--- src/rtl/sca_pkg.sv ---
// shared constants and controller/datapath types for the supply compensated averager
package sca_pkg;

  localparam int SAMPLE_W    = 12;
  localparam int REF_MV_W    = 11;
  localparam int RATIO_W     = 5;
  localparam int BATT_W      = 16;
  localparam int SCALE_SHIFT = 12;
  localparam int QUO_W       = REF_MV_W + SCALE_SHIFT;
  localparam int PROD_W      = SAMPLE_W + RATIO_W;
  localparam int MUL_W       = PROD_W + QUO_W;
  localparam int CNT_W       = $clog2(QUO_W);

  // averaging factor, a power of two
  localparam int AVG_FACTOR  = 16;
  localparam int AVG_SHIFT   = $clog2(AVG_FACTOR);
  localparam int BATT_SUM_W  = $clog2((2 ** BATT_W) * AVG_FACTOR);
  localparam int LIGHT_SUM_W = $clog2((2 ** SAMPLE_W) * AVG_FACTOR);

  localparam int CFG_IDX_W  = 1;
  localparam int CFG_DATA_W = REF_MV_W;

  localparam logic [CFG_IDX_W-1:0] REG_REF_MV    = 1'b0;
  localparam logic [CFG_IDX_W-1:0] REG_DIV_RATIO = 1'b1;

  localparam logic [REF_MV_W-1:0] REF_MV_RESET = 11'd1200;
  localparam logic [RATIO_W-1:0]  RATIO_RESET  = 5'd2;

  typedef struct packed {
    logic load;
    logic div_step;
    logic mul_load;
    logic commit;
  } sca_cmd_t;

  typedef struct packed {
    logic ref_zero;
  } sca_status_t;

endpackage

--- src/rtl/sca_ctrl.sv ---
// sequencing controller: accept, divide, multiply, update and output handshake
module sca_ctrl (
  input  logic                  clk,
  input  logic                  rst,
  input  logic                  sample_valid,
  output logic                  sample_stall,
  output logic                  result_valid,
  input  logic                  result_stall,
  input  sca_pkg::sca_status_t  status,
  output sca_pkg::sca_cmd_t     cmd
);

  localparam logic [1:0] S_IDLE = 2'd0;
  localparam logic [1:0] S_DIV  = 2'd1;
  localparam logic [1:0] S_MUL  = 2'd2;
  localparam logic [1:0] S_UPD  = 2'd3;

  logic [1:0]                  state;
  logic [1:0]                  state_next;
  logic [sca_pkg::CNT_W-1:0]   count;
  logic [sca_pkg::CNT_W-1:0]   count_next;
  logic                        result_valid_next;
  logic                        out_free;
  logic                        accept;

  assign sample_stall = (state != S_IDLE);
  assign accept       = sample_valid && !sample_stall;
  assign out_free     = !result_valid || !result_stall;

  always_comb begin
    state_next = state;
    count_next = count;
    cmd        = '0;
    unique case (state)
      S_IDLE: begin
        if (accept) begin
          cmd.load   = 1'b1;
          count_next = '0;
          state_next = status.ref_zero ? S_UPD : S_DIV;
        end
      end
      S_DIV: begin
        cmd.div_step = 1'b1;
        count_next   = count + 1'b1;
        if (count == sca_pkg::CNT_W'(sca_pkg::QUO_W - 1)) begin
          state_next = S_MUL;
        end
      end
      S_MUL: begin
        cmd.mul_load = 1'b1;
        state_next   = S_UPD;
      end
      S_UPD: begin
        if (out_free) begin
          cmd.commit = 1'b1;
          state_next = S_IDLE;
        end
      end
      default: begin
        state_next = S_IDLE;
      end
    endcase
  end

  assign result_valid_next = cmd.commit || (result_valid && result_stall);

  always_ff @(posedge clk) begin
    if (rst) begin
      state        <= S_IDLE;
      count        <= '0;
      result_valid <= 1'b0;
    end else begin
      state        <= state_next;
      count        <= count_next;
      result_valid <= result_valid_next;
    end
  end

  a_commit_free: assert property (@(posedge clk) disable iff (rst)
    cmd.commit |-> (!result_valid || !result_stall))
    else $error("result overwritten while stalled");

  a_accept_blocks: assert property (@(posedge clk) disable iff (rst)
    (sample_valid && !sample_stall) |=> sample_stall)
    else $error("second transaction accepted while busy");

  a_commit_shows: assert property (@(posedge clk) disable iff (rst)
    cmd.commit |=> result_valid)
    else $error("committed result not presented");

  a_mul_to_upd: assert property (@(posedge clk) disable iff (rst)
    cmd.mul_load |=> (state == S_UPD))
    else $error("multiply not followed by update");

endmodule

--- src/rtl/sca_datapath.sv ---
// datapath: config registers, restoring divider, scaling multiplier and average sums
module sca_datapath (
  input  logic                             clk,
  input  logic                             rst,
  input  logic                             cfg_write,
  input  logic [sca_pkg::CFG_IDX_W-1:0]    cfg_index,
  input  logic [sca_pkg::CFG_DATA_W-1:0]   cfg_data,
  input  logic [sca_pkg::SAMPLE_W-1:0]     light_sample,
  input  logic [sca_pkg::SAMPLE_W-1:0]     battery_sample,
  input  logic [sca_pkg::SAMPLE_W-1:0]     reference_sample,
  input  sca_pkg::sca_cmd_t                cmd,
  output sca_pkg::sca_status_t             status,
  output logic [sca_pkg::BATT_W-1:0]       battery_average_mv,
  output logic [sca_pkg::SAMPLE_W-1:0]     light_average,
  output logic                             reference_fault
);

  logic [sca_pkg::REF_MV_W-1:0]    ref_mv;
  logic [sca_pkg::RATIO_W-1:0]     div_ratio;
  logic [sca_pkg::SAMPLE_W-1:0]    light_hold;
  logic [sca_pkg::SAMPLE_W-1:0]    divisor;
  logic [sca_pkg::PROD_W-1:0]      batt_scaled;
  logic                            fault_hold;
  logic [sca_pkg::QUO_W-1:0]       quo;
  logic [sca_pkg::SAMPLE_W-1:0]    rem;
  logic [sca_pkg::BATT_W-1:0]      batt_mv;
  logic [sca_pkg::BATT_SUM_W-1:0]  battery_sum;
  logic [sca_pkg::LIGHT_SUM_W-1:0] light_sum;

  logic [sca_pkg::SAMPLE_W:0]      rem_shift;
  logic                            rem_ge;
  logic [sca_pkg::SAMPLE_W:0]      rem_diff;
  logic [sca_pkg::MUL_W-1:0]       product;
  logic [sca_pkg::BATT_SUM_W:0]    batt_ema;
  logic [sca_pkg::LIGHT_SUM_W:0]   light_ema;
  logic [sca_pkg::BATT_SUM_W-1:0]  battery_sum_next;
  logic [sca_pkg::LIGHT_SUM_W-1:0] light_sum_next;

  assign status.ref_zero = (reference_sample == '0);

  // one restoring division step per cycle
  assign rem_shift = {rem, quo[sca_pkg::QUO_W-1]};
  assign rem_ge    = (rem_shift >= {1'b0, divisor});
  assign rem_diff  = rem_shift - {1'b0, divisor};

  assign product = sca_pkg::MUL_W'(batt_scaled) * sca_pkg::MUL_W'(quo);

  // moving average update, seeding an empty sum and holding both sums on a reference fault
  always_comb begin
    if (battery_sum == '0) begin
      batt_ema = (sca_pkg::BATT_SUM_W+1)'(batt_mv) << sca_pkg::AVG_SHIFT;
    end else begin
      batt_ema = {1'b0, battery_sum} - {1'b0, battery_sum >> sca_pkg::AVG_SHIFT}
               + (sca_pkg::BATT_SUM_W+1)'(batt_mv);
    end
    if (light_sum == '0) begin
      light_ema = (sca_pkg::LIGHT_SUM_W+1)'(light_hold) << sca_pkg::AVG_SHIFT;
    end else begin
      light_ema = {1'b0, light_sum} - {1'b0, light_sum >> sca_pkg::AVG_SHIFT}
                + (sca_pkg::LIGHT_SUM_W+1)'(light_hold);
    end
    if (fault_hold) begin
      battery_sum_next = battery_sum;
      light_sum_next   = light_sum;
    end else begin
      battery_sum_next = batt_ema[sca_pkg::BATT_SUM_W-1:0];
      light_sum_next   = light_ema[sca_pkg::LIGHT_SUM_W-1:0];
    end
  end

  always_ff @(posedge clk) begin
    if (rst) begin
      ref_mv      <= sca_pkg::REF_MV_RESET;
      div_ratio   <= sca_pkg::RATIO_RESET;
      battery_sum <= '0;
      light_sum   <= '0;
    end else begin
      if (cfg_write) begin
        unique case (cfg_index)
          sca_pkg::REG_REF_MV:    ref_mv    <= cfg_data;
          sca_pkg::REG_DIV_RATIO: div_ratio <= cfg_data[sca_pkg::RATIO_W-1:0];
          default: ;
        endcase
      end
      if (cmd.commit) begin
        battery_sum <= battery_sum_next;
        light_sum   <= light_sum_next;
      end
    end
  end

  always_ff @(posedge clk) begin
    if (cmd.load) begin
      light_hold  <= light_sample;
      divisor     <= reference_sample;
      fault_hold  <= status.ref_zero;
      batt_scaled <= sca_pkg::PROD_W'(battery_sample) * sca_pkg::PROD_W'(div_ratio);
      quo         <= {ref_mv, {sca_pkg::SCALE_SHIFT{1'b0}}};
      rem         <= '0;
    end else if (cmd.div_step) begin
      quo <= {quo[sca_pkg::QUO_W-2:0], rem_ge};
      rem <= rem_ge ? rem_diff[sca_pkg::SAMPLE_W-1:0] : rem_shift[sca_pkg::SAMPLE_W-1:0];
    end
    if (cmd.mul_load) begin
      if (|product[sca_pkg::MUL_W-1:sca_pkg::SCALE_SHIFT+sca_pkg::BATT_W]) begin
        batt_mv <= '1;
      end else begin
        batt_mv <= product[sca_pkg::SCALE_SHIFT +: sca_pkg::BATT_W];
      end
    end
    if (cmd.commit) begin
      battery_average_mv <= battery_sum_next[sca_pkg::AVG_SHIFT +: sca_pkg::BATT_W];
      light_average      <= light_sum_next[sca_pkg::AVG_SHIFT +: sca_pkg::SAMPLE_W];
      reference_fault    <= fault_hold;
    end
  end

endmodule

--- src/rtl/supply_compensated_sensor_averager.sv ---
// top level of the supply compensated sensor averager
// Takes one transaction of light, battery and reference readings at a time. The operands are
// loaded at the accepting edge. A normal transaction passes through the bit-per-cycle restoring
// divider that derives the supply voltage, then the battery scaling multiply, then the update
// of the averages into the output register. A zero reference reading skips the divider and
// multiply and returns the unchanged averages with reference_fault set. The update waits
// while an earlier result is still stalled in the output register. The next transaction is
// accepted in the cycle after the result is written to the output register, so the block does
// not take a new transaction before it is through with the last one.
module supply_compensated_sensor_averager (
  input  logic                             clk,
  input  logic                             rst,
  input  logic                             cfg_write,
  input  logic [sca_pkg::CFG_IDX_W-1:0]    cfg_index,
  input  logic [sca_pkg::CFG_DATA_W-1:0]   cfg_data,
  input  logic                             sample_valid,
  output logic                             sample_stall,
  input  logic [sca_pkg::SAMPLE_W-1:0]     light_sample,
  input  logic [sca_pkg::SAMPLE_W-1:0]     battery_sample,
  input  logic [sca_pkg::SAMPLE_W-1:0]     reference_sample,
  output logic                             result_valid,
  input  logic                             result_stall,
  output logic [sca_pkg::BATT_W-1:0]       battery_average_mv,
  output logic [sca_pkg::SAMPLE_W-1:0]     light_average,
  output logic                             reference_fault
);

  sca_pkg::sca_cmd_t    cmd;
  sca_pkg::sca_status_t status;

  sca_ctrl u_ctrl (
    .clk          (clk),
    .rst          (rst),
    .sample_valid (sample_valid),
    .sample_stall (sample_stall),
    .result_valid (result_valid),
    .result_stall (result_stall),
    .status       (status),
    .cmd          (cmd)
  );

  sca_datapath u_datapath (
    .clk                (clk),
    .rst                (rst),
    .cfg_write          (cfg_write),
    .cfg_index          (cfg_index),
    .cfg_data           (cfg_data),
    .light_sample       (light_sample),
    .battery_sample     (battery_sample),
    .reference_sample   (reference_sample),
    .cmd                (cmd),
    .status             (status),
    .battery_average_mv (battery_average_mv),
    .light_average      (light_average),
    .reference_fault    (reference_fault)
  );

endmodule
--- config.mk ---
export PLATFORM = sky130hd
export DESIGN_NAME = supply_compensated_sensor_averager
export DESIGN_NICKNAME = d
export VERILOG_FILES = /design/src/rtl/sca_pkg.sv /design/src/rtl/sca_ctrl.sv /design/src/rtl/sca_datapath.sv /design/src/rtl/supply_compensated_sensor_averager.sv
export SDC_FILE = /design/constraint.sdc
export NUM_CORES = 1
export LEC_CHECK = 0
export BUFFER_PORTS_ARGS = -buffer_cell sky130_fd_sc_hd__buf_2
export CORE_MARGIN = 10
export CORE_UTILIZATION = 40
export CTS_BUF_LIST = sky130_fd_sc_hd__clkbuf_8
export DETAILED_ROUTE_END_ITERATION = 7
export GPL_ROUTABILITY_DRIVEN = 0
export GPL_TIMING_DRIVEN = 0
export HOLD_SLACK_MARGIN = 0.02
export PLACE_DENSITY = 0.65
export REMOVE_ABC_BUFFERS = 1
export SYNTH_ARGS = -nofsm -noshare
export SYNTH_HDL_FRONTEND = slang
export SYNTH_HIERARCHICAL = 1
export SYNTH_SLANG_ARGS = --single-unit
--- constraint.sdc ---
create_clock -name clk -period 9.04 [get_ports clk]
set_input_delay 0.452 -clock clk [delete_from_list [all_inputs] [get_ports clk]]
set_output_delay 0.452 -clock clk [all_outputs]
set_load 0.005 [all_outputs]
==> results.txt <==
Avg Cell Area, Syn - 8.95 um^2
FP Rows - 91
worst reg2reg path endpoint - u_datapath/batt_mv[10]$_SDFFCE_PP1P_
Via density - 5.08
Hold EP - u_datapath/divisor[5]$_DFFE_PP_
Worst Path Required - 9.30 ns
PostCTS Resize Cnt - 0
Area growth, synth to finish - 6.60%
I/O pin count - 84
htree depth - 4
FMAX - 0.131 GHz
Routed Antenna Nets - 0
Clk pin slew, worst setup/hold paths - 0.11 ns
#FFs+latches synth - 182
global-route wire length before repair - 93,500 um
initial core utilization - 40.3%
CP endpoint kind - flip-flop
Skew-Pair Late Insertion Delay - 0.56 ns
Cell Count Post-Placement - 3,518
via count of the routed design - 18,108
drc violations - 0
max capacitance violation total - 0
die width - 269 um
initial antenna violation count - 3
GR Overflow Total - 0
fraction of layout cells with a size suffix above 1 - 6.10%
Worst setup SP type - flip-flop
DP HPWL - 43,400 um
non-filler cells in the finished layout - 3,562
largest net degree at the start of global routing - 78
crit-path cells - nand2_1 > fa_1 > fa_1 > fa_1 > fa_1 > inv_1 > fa_1 > inv_1 > fa_1 > inv_1 > ha_1 > nand4_1 > a21oi_1 > a211oi_4 > o21ai_1 > a21oi_1 > mux2i_1 > nand4_1 > nor4_4 > nand4_1
critical path fanouts, max - 23
worst hold-check path type - input pin to flip-flop
CTS Buffer Depth - 2
status - completed
Die H - 269 um
Crit-path slowest cell - edfxtp_1
slew margin rel. - 11.8%
Synth Warn # - 6
Worst Hold Depth - 1
Buf/Inv on CP - 3
final WL - 55,000 um
cells after synthesis - 2,769
period utilization - 84.4%
hold path startpoint - reference_sample[5]
CP top delay family - adder cells
CTS tree - built
Synth Flop Type - edfxtp_1
EDFF count, synth - 98
drt first pass iters - 7
post-synth cell types - 82
reg2reg start - u_datapath/batt_scaled[2]$_DFFE_PP_
CP most frequent cell - fa_1
Final min period - 7.63 ns
final setup vio count - 0
drt wl/cell - 15.4 um
worst reg2reg path depth - 20
vias in the first global route - 18,613
most common cell after layout, fill and taps aside - inv_1
highest-count cells in the layout ignoring fill and taps - inv_1, fa_1, nand2_1, and2_1, ha_1
clk sinks - 182
final hold violation count - 0
Clock Tree Root - clkbuf_8
mapped cell area - 24,800 um^2
crit path kind - flip-flop to flip-flop
port buffer count - 83
GRT Util Overall - 15.9%
fin. max-slew vios - 0
reg2reg setup slack - 1.41 ns
Placed Area - 25,800 um^2
Worst Skew - 0.0229 ns
post-synthesis sequential area ratio - 18.7%
Setup TNS - 0 ns
Hold WS - 0.0762 ns
RSZ-0062 raised after global routing - no
initial drt markers - 1,176
slowest stage delay, CP - 0.99 ns
ys async rst share - 0%
worst path arrival time - 7.89 ns
Layout Nets - 3,377
Die ar. - 72,300 um^2
worst slew pin tran - 1.32 ns
Setup Buffers After CTS - 0
final cell area excluding filler cells - 26,400 um^2
clock buffer count from CTS - 17
core area - 61,500 um^2
-- per-layer routing --
| metal | track usage (%) | routed length (um) |
|---|---|---|
| met4 | 4.40 | 1030 |
| met5 | 0 | 0 |
| met2 | 26.2 | 26000 |
| met1 | 21.7 | 25300 |
| met3 | 2.14 | 2640 |
-- timing repair --
action | CTS | global route
hold buffers | 10 | 0
endpoints found under the setup margin | 0 | 0
hold endpoints to repair | 10 | 0
-- through the flow --
stage | worst slack, ns | util (%)
6_report | 1.41 | 42.9
5_1_grt | 1.04 | 42.9
4_1_cts | 1.44 | 42.9
3_5_place_dp | 1.43 | 42.0
3_3_place_gp | 1.49 | 41.7
2_1_floorplan | 2.60 | -
-- cell usage after synthesis, drive strengths merged, types with 39 or more instances --
master / number / area, um^2
a21oi: 118 / 594
and2: 230 / 1440
clkbuf: 114 / 428
dfxtp: 84 / 1680
edfxtp: 98 / 2940
fa: 371 / 7430
ha: 195 / 2440
inv: 540 / 2030
mux2i: 39 / 394
nand2: 353 / 1330
nand3: 47 / 235
nor2: 121 / 454
o21ai: 62 / 314
-- how the worst max path moves through the flow --
stage                                         from                              endpoint  cells after the start
3_3_place_gp   u_datapath/batt_scaled[2]$_DFFE_PP_  u_datapath/batt_mv[10]$_SDFFCE_PP1P_                     20
6_report       u_datapath/batt_scaled[2]$_DFFE_PP_  u_datapath/batt_mv[10]$_SDFFCE_PP1P_                     20
4_1_cts        u_datapath/batt_scaled[2]$_DFFE_PP_  u_datapath/batt_mv[10]$_SDFFCE_PP1P_                     20
2_1_floorplan  u_datapath/batt_scaled[2]$_DFFE_PP_  u_datapath/batt_mv[14]$_SDFFCE_PP1P_                     21
3_5_place_dp   u_datapath/batt_scaled[2]$_DFFE_PP_  u_datapath/batt_mv[10]$_SDFFCE_PP1P_                     20
5_1_grt        u_datapath/batt_scaled[2]$_DFFE_PP_  u_datapath/batt_mv[10]$_SDFFCE_PP1P_                     20
-- cell type report --
type | count | area [um^2]
fill | 6054 | 35100
clock inverter | 15 | 209
antenna | 1 | 2.50
inverter | 540 | 2030
tap | 790 | 988
clock buffer | 17 | 234
sequential | 182 | 4620
multi-input combinational | 1914 | 17600
timing repair buffer | 103 | 711
-- registers in the layout, summed over array words and instances (netlist names), 2 cells and up --
name / flops
u_datapath/quo: 23
u_datapath/battery_sum: 20
u_datapath/batt_scaled: 17
u_datapath/batt_mv: 16
u_datapath/battery_average_mv: 16
u_datapath/light_sum: 16
u_datapath/divisor: 12
u_datapath/light_average: 12
u_datapath/light_hold: 12
u_datapath/rem: 12
u_datapath/ref_mv: 11
u_ctrl/count: 5
u_datapath/div_ratio: 5
u_ctrl/state: 2
-- worst register-to-register path: cells and delay by family (launching register included) --
| kind | cells | cell delay (ns) |
|---|---|---|
| flops | 1 | 0.99 |
| compound gates | 4 | 1.12 |
| simple gates | 5 | 1.44 |
| fa+ha+maj | 7 | 3.40 |
| mux | 1 | 0.22 |
| buf+inv | 3 | 0.16 |
-- logic make-up (layout without fill, tap and decap cells) --
group | count (synthesis) | in the layout | share of synthesized area (%)
compound gates | 347 | 347 | 9.28
xor+xnor | 66 | 66 | 2.33
fa+ha+maj | 566 | 566 | 39.8
buf+inv | 673 | 675 | 10.3
flops | 182 | 182 | 18.7
mux | 52 | 52 | 2.18
other cells | 0 | 1 | 0
simple gates | 883 | 883 | 17.3
Power is left out: the tool's default activity adds up to more than one toggle a clock period on the data nets, which glitch-free logic cannot reach.
